## src/hdl/outlier_gated_moving_average_assert.svh

```systemverilog
// ----------------------------------------------------------------------------
// outlier_gated_moving_average_assert.svh
// Assertion macros for the outlier gated moving average block.
// Both macros sample on i_clk and are disabled while i_rst_n is low.
// ----------------------------------------------------------------------------
`ifndef OUTLIER_GATED_MOVING_AVERAGE_ASSERT_SVH
`define OUTLIER_GATED_MOVING_AVERAGE_ASSERT_SVH

`ifndef SYNTHESIS

// Condition that must hold at every clock edge
`define OGMA_ASSERT_ALWAYS(lbl, cond) \
    lbl: assert property (@(posedge i_clk) disable iff (!i_rst_n) (cond)) \
        else $error("ogma check failed");

// Condition that must hold in the cycle after a trigger
`define OGMA_ASSERT_NEXT(lbl, trig, cond) \
    lbl: assert property (@(posedge i_clk) disable iff (!i_rst_n) (trig) |=> (cond)) \
        else $error("ogma check failed");

`else

`define OGMA_ASSERT_ALWAYS(lbl, cond)
`define OGMA_ASSERT_NEXT(lbl, trig, cond)

`endif

`endif

```

## src/hdl/ogma_pkg.sv

```systemverilog
// ----------------------------------------------------------------------------
// ogma_pkg
// Shared widths and defaults for the outlier gated moving average block.
// ----------------------------------------------------------------------------
package ogma_pkg;

    // sample and average word width
    localparam int OGMA_SAMPLE_W = 16;

    // tolerance register
    localparam int                     OGMA_TOL_W     = 16;
    localparam logic [OGMA_TOL_W-1:0]  OGMA_TOL_RESET = 16'd150;

    // default window length (power of two)
    localparam int OGMA_WINDOW_DEF = 512;

endpackage

```

## src/hdl/ogma_mean.sv

```systemverilog
// ----------------------------------------------------------------------------
// ogma_mean
// Average of the window from running sum and fill count, registered.
// Full window: sum / WINDOW rounded half away from zero.
// Partial window: sum * count / WINDOW^2 truncated toward zero.
// ----------------------------------------------------------------------------
module ogma_mean
    import ogma_pkg::*;
#(
    parameter int WINDOW = OGMA_WINDOW_DEF
) (
    input  logic                                            i_clk,
    input  logic                                            i_load,
    input  logic signed [OGMA_SAMPLE_W+$clog2(WINDOW)-1:0]  i_sum,
    input  logic        [$clog2(WINDOW):0]                  i_count,
    output logic signed [OGMA_SAMPLE_W-1:0]                 o_mean
);

    localparam int L   = $clog2(WINDOW);
    localparam int SW  = OGMA_SAMPLE_W + L;
    localparam int SW1 = SW + 1;
    localparam int CW  = L + 1;
    localparam int PW  = SW + CW + 1;

    logic signed [PW-1:0]            w_prod;
    logic signed [PW-1:0]            w_prod_adj;
    logic                            w_sum_pos;
    logic signed [SW1-1:0]           w_rnd_adj;
    logic signed [OGMA_SAMPLE_W-1:0] w_mean;
    logic signed [OGMA_SAMPLE_W-1:0] r_mean;

    // partial window: scaled product, bias negatives for truncation toward zero
    assign w_prod     = PW'(i_sum) * PW'($signed({1'b0, i_count}));
    assign w_prod_adj = w_prod + (w_prod[PW-1] ? PW'(WINDOW * WINDOW - 1) : PW'(0));

    // full window: round half away from zero, then truncate toward zero
    assign w_sum_pos = !i_sum[SW-1] && (i_sum != '0);
    assign w_rnd_adj = w_sum_pos ? (SW1'(i_sum) + SW1'(WINDOW / 2))
                                 : (SW1'(i_sum) - SW1'(WINDOW / 2) + SW1'(WINDOW - 1));

    assign w_mean = i_count[L] ? w_rnd_adj[L+OGMA_SAMPLE_W-1:L]
                               : w_prod_adj[2*L+OGMA_SAMPLE_W-1:2*L];

    // result register
    always_ff @(posedge i_clk) begin
        if (i_load) begin
            r_mean <= w_mean;
        end
    end

    assign o_mean = r_mean;

endmodule

```

## config.mk

```make
export PLATFORM = sky130hd
export DESIGN_NAME = ogma_mean
export DESIGN_NICKNAME = d
export VERILOG_FILES = /design/src/hdl/outlier_gated_moving_average_assert.svh /design/src/hdl/ogma_pkg.sv /design/src/hdl/ogma_mean.sv
export SDC_FILE = /design/constraint.sdc
export NUM_CORES = 1
export LEC_CHECK = 0
export BUFFER_PORTS_ARGS = -buffer_cell sky130_fd_sc_hd__buf_4
export CORE_MARGIN = 2
export CORE_UTILIZATION = 59
export DETAILED_ROUTE_END_ITERATION = 6
export PLACE_DENSITY = 0.78
export SETUP_SLACK_MARGIN = 0.1
export SLEW_MARGIN = 40
export SYNTH_ARGS = -nofsm -noshare
export SYNTH_HDL_FRONTEND = slang
export SYNTH_SLANG_ARGS = --single-unit
```

## constraint.sdc

```tcl
create_clock -name i_clk -period 8.1 [get_ports i_clk]
set_input_delay 0.405 -clock i_clk [delete_from_list [all_inputs] [get_ports i_clk]]
set_output_delay 0.405 -clock i_clk [all_outputs]
set_load 0.03 [all_outputs]
```

==> results of run 1 <==
## through the flow
step	setup WS [ps]	utilization
after global placement	39.48	0.6503
after floorplan	272.9	-
final	333.9	0.6609
after global routing	-3.497	0.6609
after CTS	109.3	0.6549
after detailed placement	-157.5	0.6503
## per-layer routing
metal	wire, um	vias to the layer above	track usage
li1	-	4059	-
met1	10520	4438	0.3692
met2	14000	351	0.5379
met3	1878	90	0.03063
met4	1045	0	0.1021
met5	0	-	0
## final cells by class
class	count	area, um^2	share of cell area
repair buffers	110	833.3	0.07019
clock buffers	3	75.07	0.006324
multi-input cells	919	9123	0.7684
well taps	229	286.5	0.02414
inverters	286	1074	0.09043
flip-flops and latches	16	480.5	0.04047
## worst max path at each step
| stage | slack [ps] | cells after the start | endpoint |
|---|---|---|---|
| 2_1_floorplan | 270 | 27 | o_mean[8] |
| 3_3_place_gp | 40 | 28 | o_mean[15] |
| 3_5_place_dp | -160 | 28 | o_mean[15] |
| 4_1_cts | 110 | 29 | o_mean[8] |
| 5_1_grt | -3 | 32 | o_mean[15] |
| 6_report | 330 | 30 | o_mean[15] |
## worst max-delay path, delay by kind of cell
| family | cells | cell delay [ps] |
|---|---|---|
| AO/OA/AOI/OAI | 9 | 1890 |
| adder cells (fa/ha/maj) | 7 | 3300 |
| buffers and inverters | 7 | 860 |
| XOR/XNOR | 1 | 200 |
| AND/OR/NAND/NOR | 6 | 1080 |
## layout by cell type (no fill, tap or decap), types with 4 or more instances in the layout
| cell | synthesis | final |
|---|---|---|
| a21oi_1 | 40 | 39 |
| o21a_1 | 8 | 8 |
| fa_1 | 217 | 216 |
| ha_1 | 89 | 89 |
| nand2b_1 | 11 | 11 |
| o211ai_1 | 7 | 7 |
| and3_1 | 6 | 6 |
| o31a_1 | 4 | 4 |
| xor2_1 | 16 | 16 |
| o21ai_0 | 28 | 27 |
| or3_1 | 4 | 4 |
| nor2_1 | 24 | 24 |
| edfxtp_1 | 16 | 16 |
| nand4_1 | 9 | 9 |
| and2_1 | 117 | 117 |
| inv_1 | 286 | 286 |
| nand2_1 | 179 | 179 |
| nand3_1 | 13 | 13 |
| xnor2_1 | 37 | 36 |
| a211oi_1 | 11 | 10 |
| and4_1 | 4 | 4 |
| a31oi_1 | 7 | 6 |
| nor3_1 | 12 | 12 |
| a21o_1 | 8 | 8 |
| o21ai_1 | 4 | 5 |
| nor4_1 | 6 | 6 |
| buf_4 | 0 | 108 |
| o31ai_1 | 6 | 6 |
## cells by family after synthesis
kind of cell | synth area share
xor gates and xnor gates | 0.04296
and+or+nand+nor | 0.1887
adders and majority gates | 0.5051
muxes | 0.001853
buffers and inverters | 0.1192
DFF | 0.04446
AOI/OAI and AO/OA | 0.09773
## repair_timing
item | 4_1_cts | 5_1_grt
endpoints found under the setup margin | 2 | 16
setup buffers | 0 | 3
gates resized for setup | 1 | 15
pin swaps | 0 | 4
==> impl_metrics.tcl, run 1 <==
set metrics [dict create \
    timing.final.crit_share 0.9588 \
    worst_path_max_delay_cell "fa_1" \
    cts-root-buf "clkbuf_16" \
    fmax_mhz 128.8 \
    synth_commonest_cells "inv_1 (286), fa_1 (217), nand2_1 (179), and2_1 (117), ha_1 (89)" \
    ys_seq_elements 16 \
    crit_arrival_ps 7760 \
    design_area_um2 11870 \
    cts.sinks 16 \
    gp_congestion 0.9344 \
    dieArea_um2 19410 \
    overflow 0 \
    core_um2 17960 \
    clk_pin_slew_ps 50 \
    fp.dieW_um 139.3 \
    num-fill-cells 1504 \
    final_nets 1679 \
    slew_viol_final 0 \
    setup_tns_ps 0 \
    crit_top_cell "fa_1" \
    yosys_warnings 0 \
    slew_headroom 0.4233 \
    ant_nets 0 \
    syn-num-nets 1621 \
    wl_um 27440 \
    hp-class "input port to register" \
    holdWs_ps 543.4 \
    hold_viol 0 \
    synth_top_cell_by_area "fa_1" \
    dp_hpwl_um 22940 \
    dp.cells 1557 \
    n_antenna_cell 0 \
    via_per_inst 5.718 \
    htreeDepth 1 \
    groute.usage.overall 0.2964 \
    min_to "o_mean[0]" \
    grt_max_degree 30 \
    min_from "i_load" \
    dieHeight_um 139.3 \
    layout-drive-gt1-share 0.1012 \
    placed_cell_area_um2 11680 \
    finalSetupViolations 0 \
    status "completed" \
    synth_top_area_frac 0.4020 \
    ctsHoldBuffers 0 \
    cts_buffer_depth 2 \
    seq_area_frac_synth 0.04447 \
    synthCells 1278 \
    ios 53 \
    synth.avg_cell_area_um2 8.455 \
    port_buffers 52 \
    path_max_fanout 22 \
    syn-cell-area_um2 10810 \
    min_period_ps 7766 \
    dr.pass1.iters 5 \
    drtIter0Drc 575 \
    cpPeakStageDelay_ps 620 \
    wl_per_cell_um 17.56 \
    synth_flop_cell "edfxtp_1" \
    synth_cell_types 56 \
    worstSetupPathType "input port to register" \
    async_flop_share 0 \
    grt_pass1_vias 9772 \
    vias 8938 \
    final_cell_count_no_fill 1563 \
    cp-end-kind "register" \
    syn_to_final_growth_pct 9.866 \
    hold_depth 1 \
    maxCapViolCount 0 \
    yosys.cell_count.top_type "inv_1" \
    cp-start-kind "input port" \
    route.detailed.drc 0 \
    tritoncts "built" \
    cp-startpoint "i_count[7]" \
    antenna_found_initial 0 \
    fp-row-count 49 \
    netlist_top_cells_area "fa_1 (40%), ha_1 (10%), inv_1 (9.9%)" \
    synth_edf_count 16 \
    cp_data_required_time_ps 8100 \
    worst_pin_slew_ps 863.4 \
    numCtsBuffers 3 \
    initial_utilization 0.6015 \
    grt_pass1_wl_um 46770 \
    largest_reg_flops 16 \
]
Power of run 1 is left out: the tool's default activity adds up to more than one toggle a clock period on the data nets, which glitch-free logic cannot reach.
==> inputs of run 2 (changes only) <==
--- a/config.mk
+++ b/config.mk
@@ -7,9 +7,10 @@
 export LEC_CHECK = 0
 export BUFFER_PORTS_ARGS = -buffer_cell sky130_fd_sc_hd__buf_4
 export CORE_MARGIN = 2
-export CORE_UTILIZATION = 59
+export CORE_UTILIZATION = 60
+export CTS_CLUSTER_DIAMETER = 120
 export DETAILED_ROUTE_END_ITERATION = 6
-export PLACE_DENSITY = 0.78
+export PLACE_DENSITY = 0.76
 export SETUP_SLACK_MARGIN = 0.1
 export SLEW_MARGIN = 40
 export SYNTH_ARGS = -nofsm -noshare
==> constraint.sdc (replaced) <==
create_clock -name i_clk -period 8.6 [get_ports i_clk]
set_input_delay 0.43 -clock i_clk [delete_from_list [all_inputs] [get_ports i_clk]]
set_output_delay 0.43 -clock i_clk [all_outputs]
set_load 0.03 [all_outputs]
==> impl_metrics.tcl, run 2 (same netlist as run 1, synthesis figures left out) <==
set metrics [dict create \
    status "completed" \
    hold_viol 0 \
    grt_pass1_wl_um 45960 \
    mostFrequentLayoutCell "inv_1" \
    design_area_um2 11480 \
    worst_pin_slew_ps 801.8 \
    worst_path_max_delay_cell "fa_1" \
    fp-row-count 49 \
    largest_reg_flops 16 \
    cp-start-kind "input port" \
    slew_viol_final 0 \
    min_period_ps 8095 \
    route.detailed.drc 0 \
    numCtsBuffers 3 \
    layout-drive-gt1-share 0.06512 \
    crit_top_cell "fa_1" \
    drtIter0Drc 542 \
    fmax_mhz 123.5 \
    cpPeakStageDelay_ps 680 \
    cp_data_required_time_ps 8600 \
    cts-root-buf "clkbuf_16" \
    clk_pin_slew_ps 50 \
    num-fill-cells 1551 \
    gp_congestion 0.9049 \
    cp-end-kind "register" \
    via_per_inst 5.735 \
    grt_pass1_vias 9671 \
    n_antenna_cell 0 \
    groute.usage.overall 0.2991 \
    fp.dieW_um 138.2 \
    vias 8711 \
    crit_arrival_ps 8100 \
    wl_um 27120 \
    initial_utilization 0.6057 \
    final_cell_mix "inv_1 (286), fa_1 (217), nand2_1 (179)" \
    cts_buffer_depth 2 \
    htreeDepth 1 \
    dieHeight_um 138.2 \
    grt_max_degree 53 \
    dp_hpwl_um 21580 \
    final_nets 1634 \
    rsz0062_at_grt "no" \
    port_buffers 52 \
    core_um2 17840 \
    dr.pass1.iters 5 \
    placed_cell_area_um2 11340 \
    dieArea_um2 19100 \
    worstSetupPathType "input port to register" \
    finalSetupViolations 0 \
    path_max_fanout 25 \
    maxCapViolCount 0 \
    hp-class "input port to register" \
    ant_nets 0 \
    slew_headroom 0.4644 \
    wl_per_cell_um 17.85 \
    cts.sinks 16 \
    tritoncts "built" \
    overflow 0 \
    timing.final.crit_share 0.9413 \
    ctsHoldBuffers 0 \
    ios 53 \
    antenna_found_initial 0 \
    syn_to_final_growth_pct 6.219 \
]
run 2: cell type report:
class                   instances  area (um^2)  area share
multi-input cells             919         9070      0.7903
inverters                     286         1074     0.09354
repair buffers                 65        488.0     0.04252
flip-flops and latches         16        480.5     0.04186
well taps                     229        286.5     0.02496
clock buffers                   3        75.07    0.006541
clock inverters                 1        3.754   0.0003270
run 2: metal layers:
layer  global-route usage  routed length (um)  vias to the layer above
met1               0.3556               10360                     4389
met2               0.5443               13960                      257
met3              0.02910                1261                      107
li1                     -                   -                     3958
met5                    0                   0                        -
met4               0.1455                1538                        0
run 2: repair_timing:
item,CTS,global route
gates resized for setup,0,4
endpoints found under the setup margin,0,8
setup buffers,0,4
run 2: critical path, delay by kind of cell:
family          cells  cell delay, ps
compound gates     10            2290
fa+ha+maj           7            3410
buf+inv             7             850
xor+xnor            1             160
simple gates        5             960
run 2: final timing paths:
kind	slack, ps	start	to	cells after the start
worst max-delay path	500	i_count[7]	o_mean[15]	30
worst min-delay path	560	i_load	o_mean[1]	1
run 2: stage by stage:
step	setup WS [ps]	TNS, ps	hold slack (ps)	std cells	utilization
2_1_floorplan	747.9	0	542.5	1278	-
3_3_place_gp	181.6	0	815.8	1511	0.6354
3_5_place_dp	-22.56	-32.32	815.9	1511	0.6354
4_1_cts	222.9	0	560.3	1515	0.6398
5_1_grt	101.8	0	564.2	1519	0.6433
6_report	504.7	0	557.1	1519	0.6433
Power of run 2 is left out for the same reason.
==> inputs of run 3 (changes only) <==
==> constraint.sdc (replaced) <==
create_clock -name i_clk -period 8.6 [get_ports i_clk]
set_input_delay 0.86 -clock i_clk [delete_from_list [all_inputs] [get_ports i_clk]]
set_output_delay 0.86 -clock i_clk [all_outputs]
set_load 0.03 [all_outputs]
==> impl_metrics.tcl, run 3 (same netlist as run 1, synthesis figures left out) <==
set metrics [dict create \
    vias 8824 \
    mostFrequentLayoutCell "inv_1" \
    fp-row-count 49 \
    dieArea_um2 19100 \
    design_area_um2 11760 \
    grt_max_degree 30 \
    slew_headroom 0.5469 \
    final_cell_mix "inv_1 (286), fa_1 (215), nand2_1 (179)" \
    min_to "o_mean[5]" \
    worstSetupPathType "input port to register" \
    holdWs_ps 995.9 \
    num-fill-cells 1558 \
    initial_utilization 0.6057 \
    cts_buffer_depth 2 \
    cp-end-kind "register" \
    worst_pin_slew_ps 675.1 \
    overflow 0 \
    fp.dieW_um 138.2 \
    clk_pin_slew_ps 50 \
    seq_area_um2 480.5 \
    n_antenna_cell 0 \
    tritoncts "built" \
    core_um2 17840 \
    hold_viol 0 \
    drtIter0Drc 522 \
    min_from "i_load" \
    grt_pass1_wl_um 46910 \
    syn_to_final_growth_pct 8.824 \
    dp_hpwl_um 22770 \
    multi_input_area_um2 9100 \
    crit_arrival_ps 8190 \
    gp_congestion 0.9601 \
    via_per_inst 5.704 \
    htreeDepth 1 \
    grt_pass1_vias 9616 \
    ant_nets 0 \
    fin_ws_ps 415.3 \
    hold_depth 1 \
    cpPeakStageDelay_ps 550 \
    path_max_fanout 9 \
    maxCapViolCount 0 \
    wl_per_cell_um 17.70 \
    port_buffers 52 \
    slew_viol_final 0 \
    route.detailed.drc 0 \
    ctsHoldBuffers 0 \
    ios 53 \
    wl_um 27380 \
    min_period_ps 8185 \
    cp_data_required_time_ps 8600 \
    cp-start-kind "input port" \
    numCtsBuffers 3 \
    groute.usage.overall 0.3041 \
    status "completed" \
    worst_path_max_delay_cell "fa_1" \
    rsz0062_at_grt "no" \
    largest_reg_flops 16 \
    crit_family "adder cells" \
    dieHeight_um 138.2 \
    cts.sinks 16 \
    final_nets 1663 \
    path_buf_inv 7 \
    layout-drive-gt1-share 0.09105 \
    dr.pass1.iters 6 \
    fmax_mhz 122.2 \
    hp-class "input port to register" \
    cts-root-buf "clkbuf_16" \
    antenna_found_initial 0 \
    finalSetupViolations 0 \
    timing.final.crit_share 0.9517 \
    placed_cell_area_um2 11580 \
    place_worst_setup_slack_ps -130.6 \
]
-- run 3: cell types whose count changed in the layout (fill, tap and decap cells not counted), sizes merged --
| cell | change |
|---|---|
| buf | +29 |
| clkinv | -1 |
-- run 3: layout make-up --
cell class | instances | share of cell area
flip-flops and latches | 16 | 0.04086
inverters | 286 | 0.09130
clock buffers | 3 | 0.006384
multi-input cells | 919 | 0.7739
repair buffers | 94 | 0.06320
well taps | 229 | 0.02437
-- run 3: layer usage --
metal  routed length, um  track usage  up-vias  part of all wire
met5                   0            0        -                 0
met4                1235       0.1074        0             0.045
met3                1460      0.04641       92             0.053
met2               14130       0.5492      269              0.52
met1               10550       0.3713     4434              0.39
li1                    -            -     4029                 -
-- run 3: worst max path at each step --
stage | start | endpoint | slack [ps] | cells past startpoint
final | i_count[5] | o_mean[15] | 420 | 31
after global placement | i_count[4] | o_mean[15] | 40 | 27
after CTS | i_count[4] | o_mean[8] | 100 | 28
after floorplan | i_sum[24] | o_mean[8] | 320 | 27
after global routing | i_count[5] | o_mean[9] | 90 | 31
after detailed placement | i_count[4] | o_mean[8] | -130 | 28
-- run 3: repair_timing --
| item | in CTS | in global routing |
|---|---|---|
| resized for setup | 0 | 11 |
| buffers inserted | 0 | 6 |
| endpoints found under the setup margin | 0 | 16 |
-- run 3: through the flow --
step	setup TNS (ps)	util	std cells
3_5_place_dp	-449.9	0.6489	1538
2_1_floorplan	0	-	1278
6_report	0	0.6591	1547
5_1_grt	0	0.6591	1547
3_3_place_gp	0	0.6489	1538
4_1_cts	0	0.6531	1541
Power of run 3 is left out for the same reason.
